--- config.mk ---
export PLATFORM = sky130hd
export DESIGN_NAME = lvp_dly
export DESIGN_NICKNAME = d
export VERILOG_FILES = /design/src/sv/lvp_dly.sv
export SDC_FILE = /design/constraint.sdc
export NUM_CORES = 1
export LEC_CHECK = 0
export BUFFER_PORTS_ARGS = -buffer_cell sky130_fd_sc_hd__buf_2
export CAP_MARGIN = 5
export CORE_MARGIN = 4
export CORE_UTILIZATION = 40
export DETAILED_ROUTE_END_ITERATION = 10
export GPL_TIMING_DRIVEN = 0
export SLEW_MARGIN = 10
export SYNTH_ARGS = -nofsm -noshare
export SYNTH_HDL_FRONTEND = slang
export SYNTH_SLANG_ARGS = --single-unit
--- constraint.sdc ---
create_clock -name clock -period 1.8 [get_ports clock]
set_clock_uncertainty 0.2 [all_clocks]
set_input_delay 0.18 -clock clock [delete_from_list [all_inputs] [get_ports clock]]
set_output_delay 0.18 -clock clock [all_outputs]
set_load 0.05 [all_outputs]
--- src/sv/lvp_dly.sv ---
// Enabled delay line for pipeline sideband data.
`timescale 1ns / 1ps
module lvp_dly #(
   parameter int unsigned W = 64,
   parameter int unsigned N = 2
) (
   input  logic         clock,
   input  logic         en,
   input  logic [W-1:0] d,
   output logic [W-1:0] q
);
   logic [W-1:0] pipe_ff [N];

   always_ff @(posedge clock) begin
      if (en) begin
         pipe_ff[0] <= d;
         for (int i = 1; i < N; i++) begin
            pipe_ff[i] <= pipe_ff[i-1];
         end
      end
   end

   assign q = pipe_ff[N-1];
endmodule

After elaboration in Yosys (flattened, before gate mapping)
Memories as Yosys holds them, arrays and structs flattened.
Index checks and enable logic that the tools add are counted.
{"block": "totals", "mem_bits_rw": 128, "mem_count": 1, "reg_bits": 0, "output_inout_bits": 64, "wordCells": 3}
{"name": "pipe_ff", "depth": 2, "width": 64, "rd": 2, "rd_clocked_by_memory_dff": 0, "write_ports": 2, "line": "12", "source": "logic [W-1:0] pipe_ff [N];"}
{"block": "classes", "n_mux": 2}
{"op": "$mux 1", "n": 2}

Longest topological paths before layout
Gate-level depths: netlist of run 1.
{"block": "depth", "ltp_word": 2, "mapped_depth": 1}

Worst setup path after synthesis of run 1
No wires, ideal clock.
{"block": "synth_timing", "path_kind": "reg-to-output", "start": "memory pipe_ff[1][0], in the netlist pipe_ff[0][64]", "end": "output port q[0]", "path_stages_with_launch": 2, "arrival_time_ns": 0.523, "setup_slack_ns": 0.897, "path_cell_list": "edfxtp_1 buf_4"}
{"element": "start: declaration", "line": "12"}
{"element": "end: declaration", "line": "10", "source": "output logic [W-1:0] q"}

==> results.md, run 1 <==
* Status: finished, final reports clean
* Final setup viols at 0
* Max VDD drop at 0.000704 V
* Die area at 12500 um2
* Worst-path clk slew at 60 ps
* Drt total wl at 6.59 mm
* Hold crit path type: input pin to flip-flop
* R2R Setup Slk at 960 ps
* Setup Buffers After CTS at 0
* Final instance area at 6430 um2
* Most frequent cells in the layout: buf_2, edfxtp_1, dlygate4sd3_1
* Row cnt at 37
* Multi-input logic area at 0 um2
* Setup TNS at 0 ps
* GR Layer Usage met3 at 0.0620
* Synth area leader: edfxtp_1
* Crit path launch: pipe_ff[0][85]
* Utilization after layout at 0.618
* Via density at 3.96
* Vias in the first global route at 2204
* First-pass GRT wire length at 10.6 mm
* 1st-iter DRT viols at 65
* Final Max Slew Viols at 0
* Ant diodes at 0
* Largest regs: pipe_ff (128)
* I/O Pins at 130
* CP arrival at 1230 ps
* Die X at 112 um
* RR Startpoint: pipe_ff[0][59]
* Clock Latency Late Sink at 490 ps
* Fraction of layout cells with a size suffix above 1 at 0.532
* WS Path Type: flip-flop to primary output
* Syn Std Cell Area at 4320 um2
* Sequential share of the synthesized area at 0.889
* Fmax at 0.623 GHz
* GR peak layer: met2
* Resize count post-CTS at 0
* Synthesis warning total at 0
* Mapped Cells at 192
* Fin crit share at 0.892
* CTS Hold Bufs at 65
* Net count, final at 472
* Via Count at 2196
* Largest net degree at the start of global routing at 71
* Met2 Usage GRT at 0.179
* Largest Register: pipe_ff
* Num CTS Buffers at 17
* Post-synth cell types at 2
* Max reg flops at 128
* Final worst slack at 195 ps
* Post-synth top area share at 0.889
* Place WS at 236 ps
* CP required at 1420 ps
* Tmin final at 1610 ps
* Critical Path Sink Type: primary output
* M1 GR Usage at 0.121
* Initial Util at 0.415
* Initial antenna violation count at 0
* Post-route ant nets at 0
* All-Layer GR Usage at 0.109
* Root Buffer Master: clkbuf_8
* Flops & latches, synth at 128
* PortBufs at 129
* Synth Net Count at 258
* Actual slew at the worst max-slew pin at 543 ps
* HPWL Detailed at 3.94 mm
* RSZ-0062 raised after global routing: false
* Slew headroom at 0.638
* P_leak at 2.64 nW
* Routability Congestion at 0.680
* Min-delay src: d[43]
* Worst Path Max Fanout at 1
* Syn-to-layout area delta at 48.8%
* DRC at 0
* Core area at 10400 um2
* Routed len/inst at 11.9 um
* Power Dens Cells at 1220 nW/um2
* Grt total ovfl at 0
* Max cap viols at 0
* Max Root-Sink Buffers at 2
* Crit path launch type: flip-flop
* Comb_multi_in at 0
* Ranking of synthesized cells by area: edfxtp_1, buf_4
* Detailed Routing Iterations Pass 1 at 4
* CTS tree: built
* Final Hold Vio Count at 0
* Die Height at 112 um
* Htree depth at 4
* Num Clock Sinks at 128
* Cell Area, Placed at 5170 um2
* Mapped Avg Cell Area at 22.5 um2
[layout make-up]
cell class	count	area, um2
fillers	782	3980
flip-flops and latches	128	3840
clock buffers	19	422
well taps	136	170
plain buffers	64	480
clock inverters	13	186
repair buffers	195	1330
[logic make-up after synthesis]
family / after synthesis / synth area share
DFF: 128 / 0.889
buffers and inverters: 64 / 0.111
[synth_stat cells]
master / count
buf_4: 64
edfxtp_1: 128
[critical path, cell delays in order (launching register included)]
cell	delay (ps)
edfxtp_1	390
buf_4	140
buf_2	200
[power by group]
| part | total [mW] | internal [mW] | switching (mW) |
|---|---|---|---|
| Clock | 3.43 | 2.25 | 1.18 |
| Combinational | 0.800 | 0.315 | 0.485 |
| Sequential | 3.59 | 3.54 | 0.0481 |
[layer usage]
metal	wire, um	vias up	share of wire
met3	633	4	0.096
met4	36	0	0.0055
met1	2410	1020	0.37
met2	3510	84	0.53
met5	0	-	0
li1	-	1088	-
[stage by stage]
stage / cells / power [mW] / hold slack (ps)
2_1_floorplan: 192 / 4.11 / 78.9
3_3_place_gp: 457 / 4.33 / 157
3_5_place_dp: 458 / 4.34 / 158
4_1_cts: 555 / 7.93 / 163
5_1_grt: 555 / 8.13 / 167
6_report: 555 / 7.82 / 196
[final timing paths]
kind	endpoint	depth (start not counted)
setup / recovery	q[21]	2
hold / removal	pipe_ff[0][43]	2
setup reg to reg	pipe_ff[0][123]	0
hold reg to reg	pipe_ff[0][91]	0
Power figures use the tool's default switching activity.
==> inputs of run 2 (changes only) <==
--- a/config.mk
+++ b/config.mk
@@ -8,9 +8,10 @@
 export BUFFER_PORTS_ARGS = -buffer_cell sky130_fd_sc_hd__buf_2
 export CAP_MARGIN = 5
 export CORE_MARGIN = 4
-export CORE_UTILIZATION = 40
+export CORE_UTILIZATION = 45
 export DETAILED_ROUTE_END_ITERATION = 10
 export GPL_TIMING_DRIVEN = 0
+export PLACE_DENSITY = 0.71
 export SLEW_MARGIN = 10
 export SYNTH_ARGS = -nofsm -noshare
 export SYNTH_HDL_FRONTEND = slang
==> results.md, run 2 (synthesis gave the netlist of run 1 again) <==
* Core area at 9280 um2
* WS Path Type: input pin to flip-flop
* First-pass GRT wire length at 11.5 mm
* Via Count at 2238
* Hold crit path type: input pin to flip-flop
* CP arrival at 1600 ps
* Htree depth at 4
* CTS tree: built
* Max Root-Sink Buffers at 2
* CP Buf/Inv Count at 3
* Via density at 4.08
* Die X at 106 um
* Crit-path cells: dlygate4sd3_1, buf_6, buf_16
* Worst path top cell family by delay: buffers and inverters
* Die Height at 106 um
* P_leak at 2.65 nW
* Grt total ovfl at 0
* Top routing layer in use: met4
* RSZ-0062 raised after global routing: false
* Largest Register: pipe_ff
* Clock Latency Late Sink at 500 ps
* PortBufs at 129
* Tmin final at 1640 ps
* Die area at 11200 um2
* I/O Pins at 130
* Detailed Routing Iterations Pass 1 at 4
* 1st-iter DRT viols at 110
* Actual slew at the worst max-slew pin at 587 ps
* Final worst slack at 165 ps
* RR Startpoint: pipe_ff[0][16]
* Multi-input logic area at 0 um2
* Max cap viols at 0
* Initial antenna violation count at 0
* Status: finished, final reports clean
* Post-route ant nets at 0
* Final setup viols at 0
* CP required at 1770 ps
* NetSw at 1.75 mW
* Routed len/inst at 13.7 um
* Min-delay src: d[12]
* Max VDD drop at 0.000649 V
* Clock Power Share at 0.450
* Crit path launch: en
* Comb_multi_in at 0
* Net count, final at 472
* Vias in the first global route at 2330
* Seq pwr share at 0.449
* Routed wl met2 at 4.08 mm
* DRC at 0
* All-Layer GR Usage at 0.139
* Logic pwr share at 0.101
* Max reg flops at 128
* Drt total wl at 7.50 mm
* Syn-to-layout area delta at 49.1%
* Critical Path Max Stage Delay at 560 ps
* Resize count post-CTS at 0
* Final Max Slew Viols at 0
* Ant diodes at 0
* Most frequent cells in the layout: buf_2, edfxtp_1, dlygate4sd3_1
* Root Buffer Master: clkbuf_8
* Slew headroom at 0.609
* Net Sw Frac at 0.219
* Worst-path clk slew at 60 ps
* Fmax at 0.611 GHz
* Pint at 6.25 mW
* HPWL Detailed at 4.15 mm
* Power Dens Cells at 1240 nW/um2
* Num CTS Buffers at 17
* Utilization after layout at 0.695
* Crit path launch type: input pin
* Row cnt at 35
* Final Power at 8.00 mW
* Met3 WL at 481 um
* Critical Path Sink Type: flip-flop
* Placed cells at 451
* Worst Path Max Fanout at 65
* Layout Cells excl Fill at 548
* Routability Congestion at 0.672
* Largest regs: pipe_ff (128)
* M1 WL at 2.85 mm
* Place WS at 218 ps
* Initial Util at 0.466
* Final Hold Vio Count at 0
* Setup Buffers After CTS at 0
* Critical path's slowest cell: dlygate4sd3_1
* Largest net degree at the start of global routing at 66
* Fin crit share at 0.909
* Num Clock Sinks at 128
* Fraction of layout cells with a size suffix above 1 at 0.532
run 2: changes by cell type in the layout (fill, tap and decap cells not counted):
cell       before  now
bufinv_16       4    5
clkinv_2        1    0
clkinv_4        2    3
inv_6           2    1
run 2: path summary, 6_finish.rpt:
kind	endpoint	slack (ps)	cells past startpoint
min reg2reg	pipe_ff[0][74]	220	0
max	pipe_ff[0][6]	160	3
max reg2reg	pipe_ff[0][80]	960	0
min	pipe_ff[0][12]	190	2
run 2: timing repair:
action                                  CTS  global route
hold buffers                             65             0
endpoints found under the hold margin   128             0
endpoints found under the setup margin    0             0
run 2: routing by layer:
layer  global-route usage  vias to the layer above
li1                     -                     1087
met1                0.148                     1051
met2                0.245                       90
met3               0.0607                       10
met4               0.0537                        0
met5                    0                        -
run 2: stage by stage:
stage,cell area (um2),hold WS (ps),setup TNS (ps)
global placement,5130,156,-117070
detailed placement,5160,158,0
finish,6450,186,0
floorplan,4320,78.9,0
CTS,6450,152,0
global route,6450,162,0
run 2: power groups by stage:
stage / logic [mW] / registers (mW) / clock network, mW
2_1_floorplan: 0.477 / 3.63 / 0
3_3_place_gp: 0.678 / 3.65 / 0
3_5_place_dp: 0.695 / 3.65 / 0
4_1_cts: 0.807 / 3.59 / 3.68
5_1_grt: 0.847 / 3.61 / 3.86
6_report: 0.808 / 3.59 / 3.60
run 2: final cells by class:
cell class | instances | area, um2
tap | 129 | 161
clock buffer | 19 | 422
clock inverter | 13 | 211
sequential | 128 | 3840
timing repair buffer | 195 | 1330
fill | 627 | 2840
buffer | 64 | 480
==> inputs of run 3 (changes only) <==
--- a/config.mk
+++ b/config.mk
@@ -8,10 +8,10 @@
 export BUFFER_PORTS_ARGS = -buffer_cell sky130_fd_sc_hd__buf_2
 export CAP_MARGIN = 5
 export CORE_MARGIN = 4
-export CORE_UTILIZATION = 45
+export CORE_UTILIZATION = 54
 export DETAILED_ROUTE_END_ITERATION = 10
 export GPL_TIMING_DRIVEN = 0
-export PLACE_DENSITY = 0.71
+export PLACE_DENSITY = 0.83
 export SLEW_MARGIN = 10
 export SYNTH_ARGS = -nofsm -noshare
 export SYNTH_HDL_FRONTEND = slang
==> results.md, run 3 (synthesis gave the netlist of run 1 again) <==
* Routability Congestion at 0.716
* Vias in the first global route at 2446
* P_leak at 2.63 nW
* Hold path cells at 2
* Drt total wl at 7.45 mm
* Post-route ant nets at 0
* Root Buffer Master: clkbuf_8
* Detailed Routing Iterations Pass 1 at 4
* Initial Util at 0.557
* Worst-path clk slew at 60 ps
* Max cap viols at 0
* Fraction of layout cells with a size suffix above 1 at 0.536
* Slew headroom at 0.633
* Status: finished, final reports clean
* Max Root-Sink Buffers at 2
* Die Height at 97.5 um
* Net count, final at 472
* Most frequent cells in the layout: buf_2, edfxtp_1, dlygate4sd3_1
* Htree depth at 4
* 1st-iter DRT viols at 84
* Die area at 9500 um2
* Worst Path Max Fanout at 70
* All-Layer GR Usage at 0.168
* Ant diodes at 0
* Hold crit path type: input pin to flip-flop
* Final setup viols at 0
* Max reg flops at 128
* Setup TNS at 0 ps
* Tmin final at 1610 ps
* Comb_multi_in at 0
* Via density at 4.30
* Critical path's slowest cell: dlygate4sd3_1
* Largest Register: pipe_ff
* Core area at 7770 um2
* Final Max Slew Viols at 0
* Initial antenna violation count at 0
* Routed len/inst at 14.3 um
* Largest regs: pipe_ff (128)
* RSZ-0062 raised after global routing: false
* WS Path Type: input pin to flip-flop
* CP required at 1750 ps
* Power Dens Cells at 1210 nW/um2
* Fin crit share at 0.892
* Num Clock Sinks at 128
* Grt total ovfl at 0
* Final worst slack at 194 ps
* CTS tree: built
* Syn-to-layout area delta at 47.2%
* Final Hold Vio Count at 0
* Crit-path cells: dlygate4sd3_1, buf_6, buf_16
* Critical Path Max Stage Delay at 540 ps
* Worst Reg-to-Reg Cells at 0
* First-pass GRT wire length at 12.1 mm
* Hold WS at 200 ps
* Clock Latency Late Sink at 480 ps
* Actual slew at the worst max-slew pin at 550 ps
* Fmax at 0.622 GHz
* Largest net degree at the start of global routing at 71
* CP arrival at 1560 ps
* Max VDD drop at 0.000746 V
* I/O Pins at 130
* Resize count post-CTS at 0
* Num CTS Buffers at 17
* Critical Path Sink Type: flip-flop
* Row cnt at 32
* Place WS at 238 ps
* Crit path launch type: input pin
* PortBufs at 129
* Utilization after layout at 0.819
* Via Count at 2236
* Multi-input logic area at 0 um2
* HPWL Detailed at 4.20 mm
* DRC at 0
* Die X at 97.5 um
[run 3: cell types whose count changed in the layout (fill, tap and decap cells not counted), sizes merged]
cell      change
bufinv        -2
clkbuf        -1
clkinv        +1
clkinvlp      +1
[run 3: what timing repair did]
action,4_1_cts,5_1_grt
hold buffers,65,0
endpoints found under the setup margin,0,0
hold endpoints to repair,122,0
setup buffers,0,0
[run 3: layout make-up]
class | count | area (um2)
fill | 402 | 1400
clock inverter | 13 | 165
sequential | 128 | 3840
tap | 102 | 128
buffer | 64 | 480
clock buffer | 18 | 418
timing repair buffer | 195 | 1330
[run 3: report_power, final]
group          switching (mW)  leakage, nW  internal (mW)
clock                    1.17        0.273           2.10
sequential             0.0581         1.25           3.54
combinational           0.492         1.10          0.316
total                    1.72         2.63           5.96
[run 3: worst max-delay path: cells and delay by family]
kind,cells,cell delay [ps]
buffers and inverters,3,1330
[run 3: metal layers]
layer  routed length [um]  track usage  up-vias  part of all wire
met2                 4170        0.304       81              0.56
met3                  492       0.0668        2             0.066
met1                 2760        0.183     1071              0.37
li1                     -            -     1082                 -
met5                    0            0        -                 0
met4                   19       0.0447        0            0.0026
[run 3: worst paths after layout]
kind,from,endpoint,slack (ps)
worst max-delay path,en,pipe_ff[0][45],190
worst min register to register,pipe_ff[0][13],pipe_ff[0][77],220
worst max register to register,pipe_ff[0][62],pipe_ff[0][126],950
worst min-delay path,d[29],pipe_ff[0][29],200
[run 3: through the flow]
| stage | cells | power, mW | area [um2] |
|---|---|---|---|
| after floorplan | 192 | 4.11 | 4320 |
| after global placement | 423 | 4.32 | 5100 |
| after detailed placement | 424 | 4.35 | 5130 |
| after CTS | 520 | 7.73 | 6360 |
| after global routing | 520 | 7.98 | 6360 |
| final | 520 | 7.68 | 6360 |
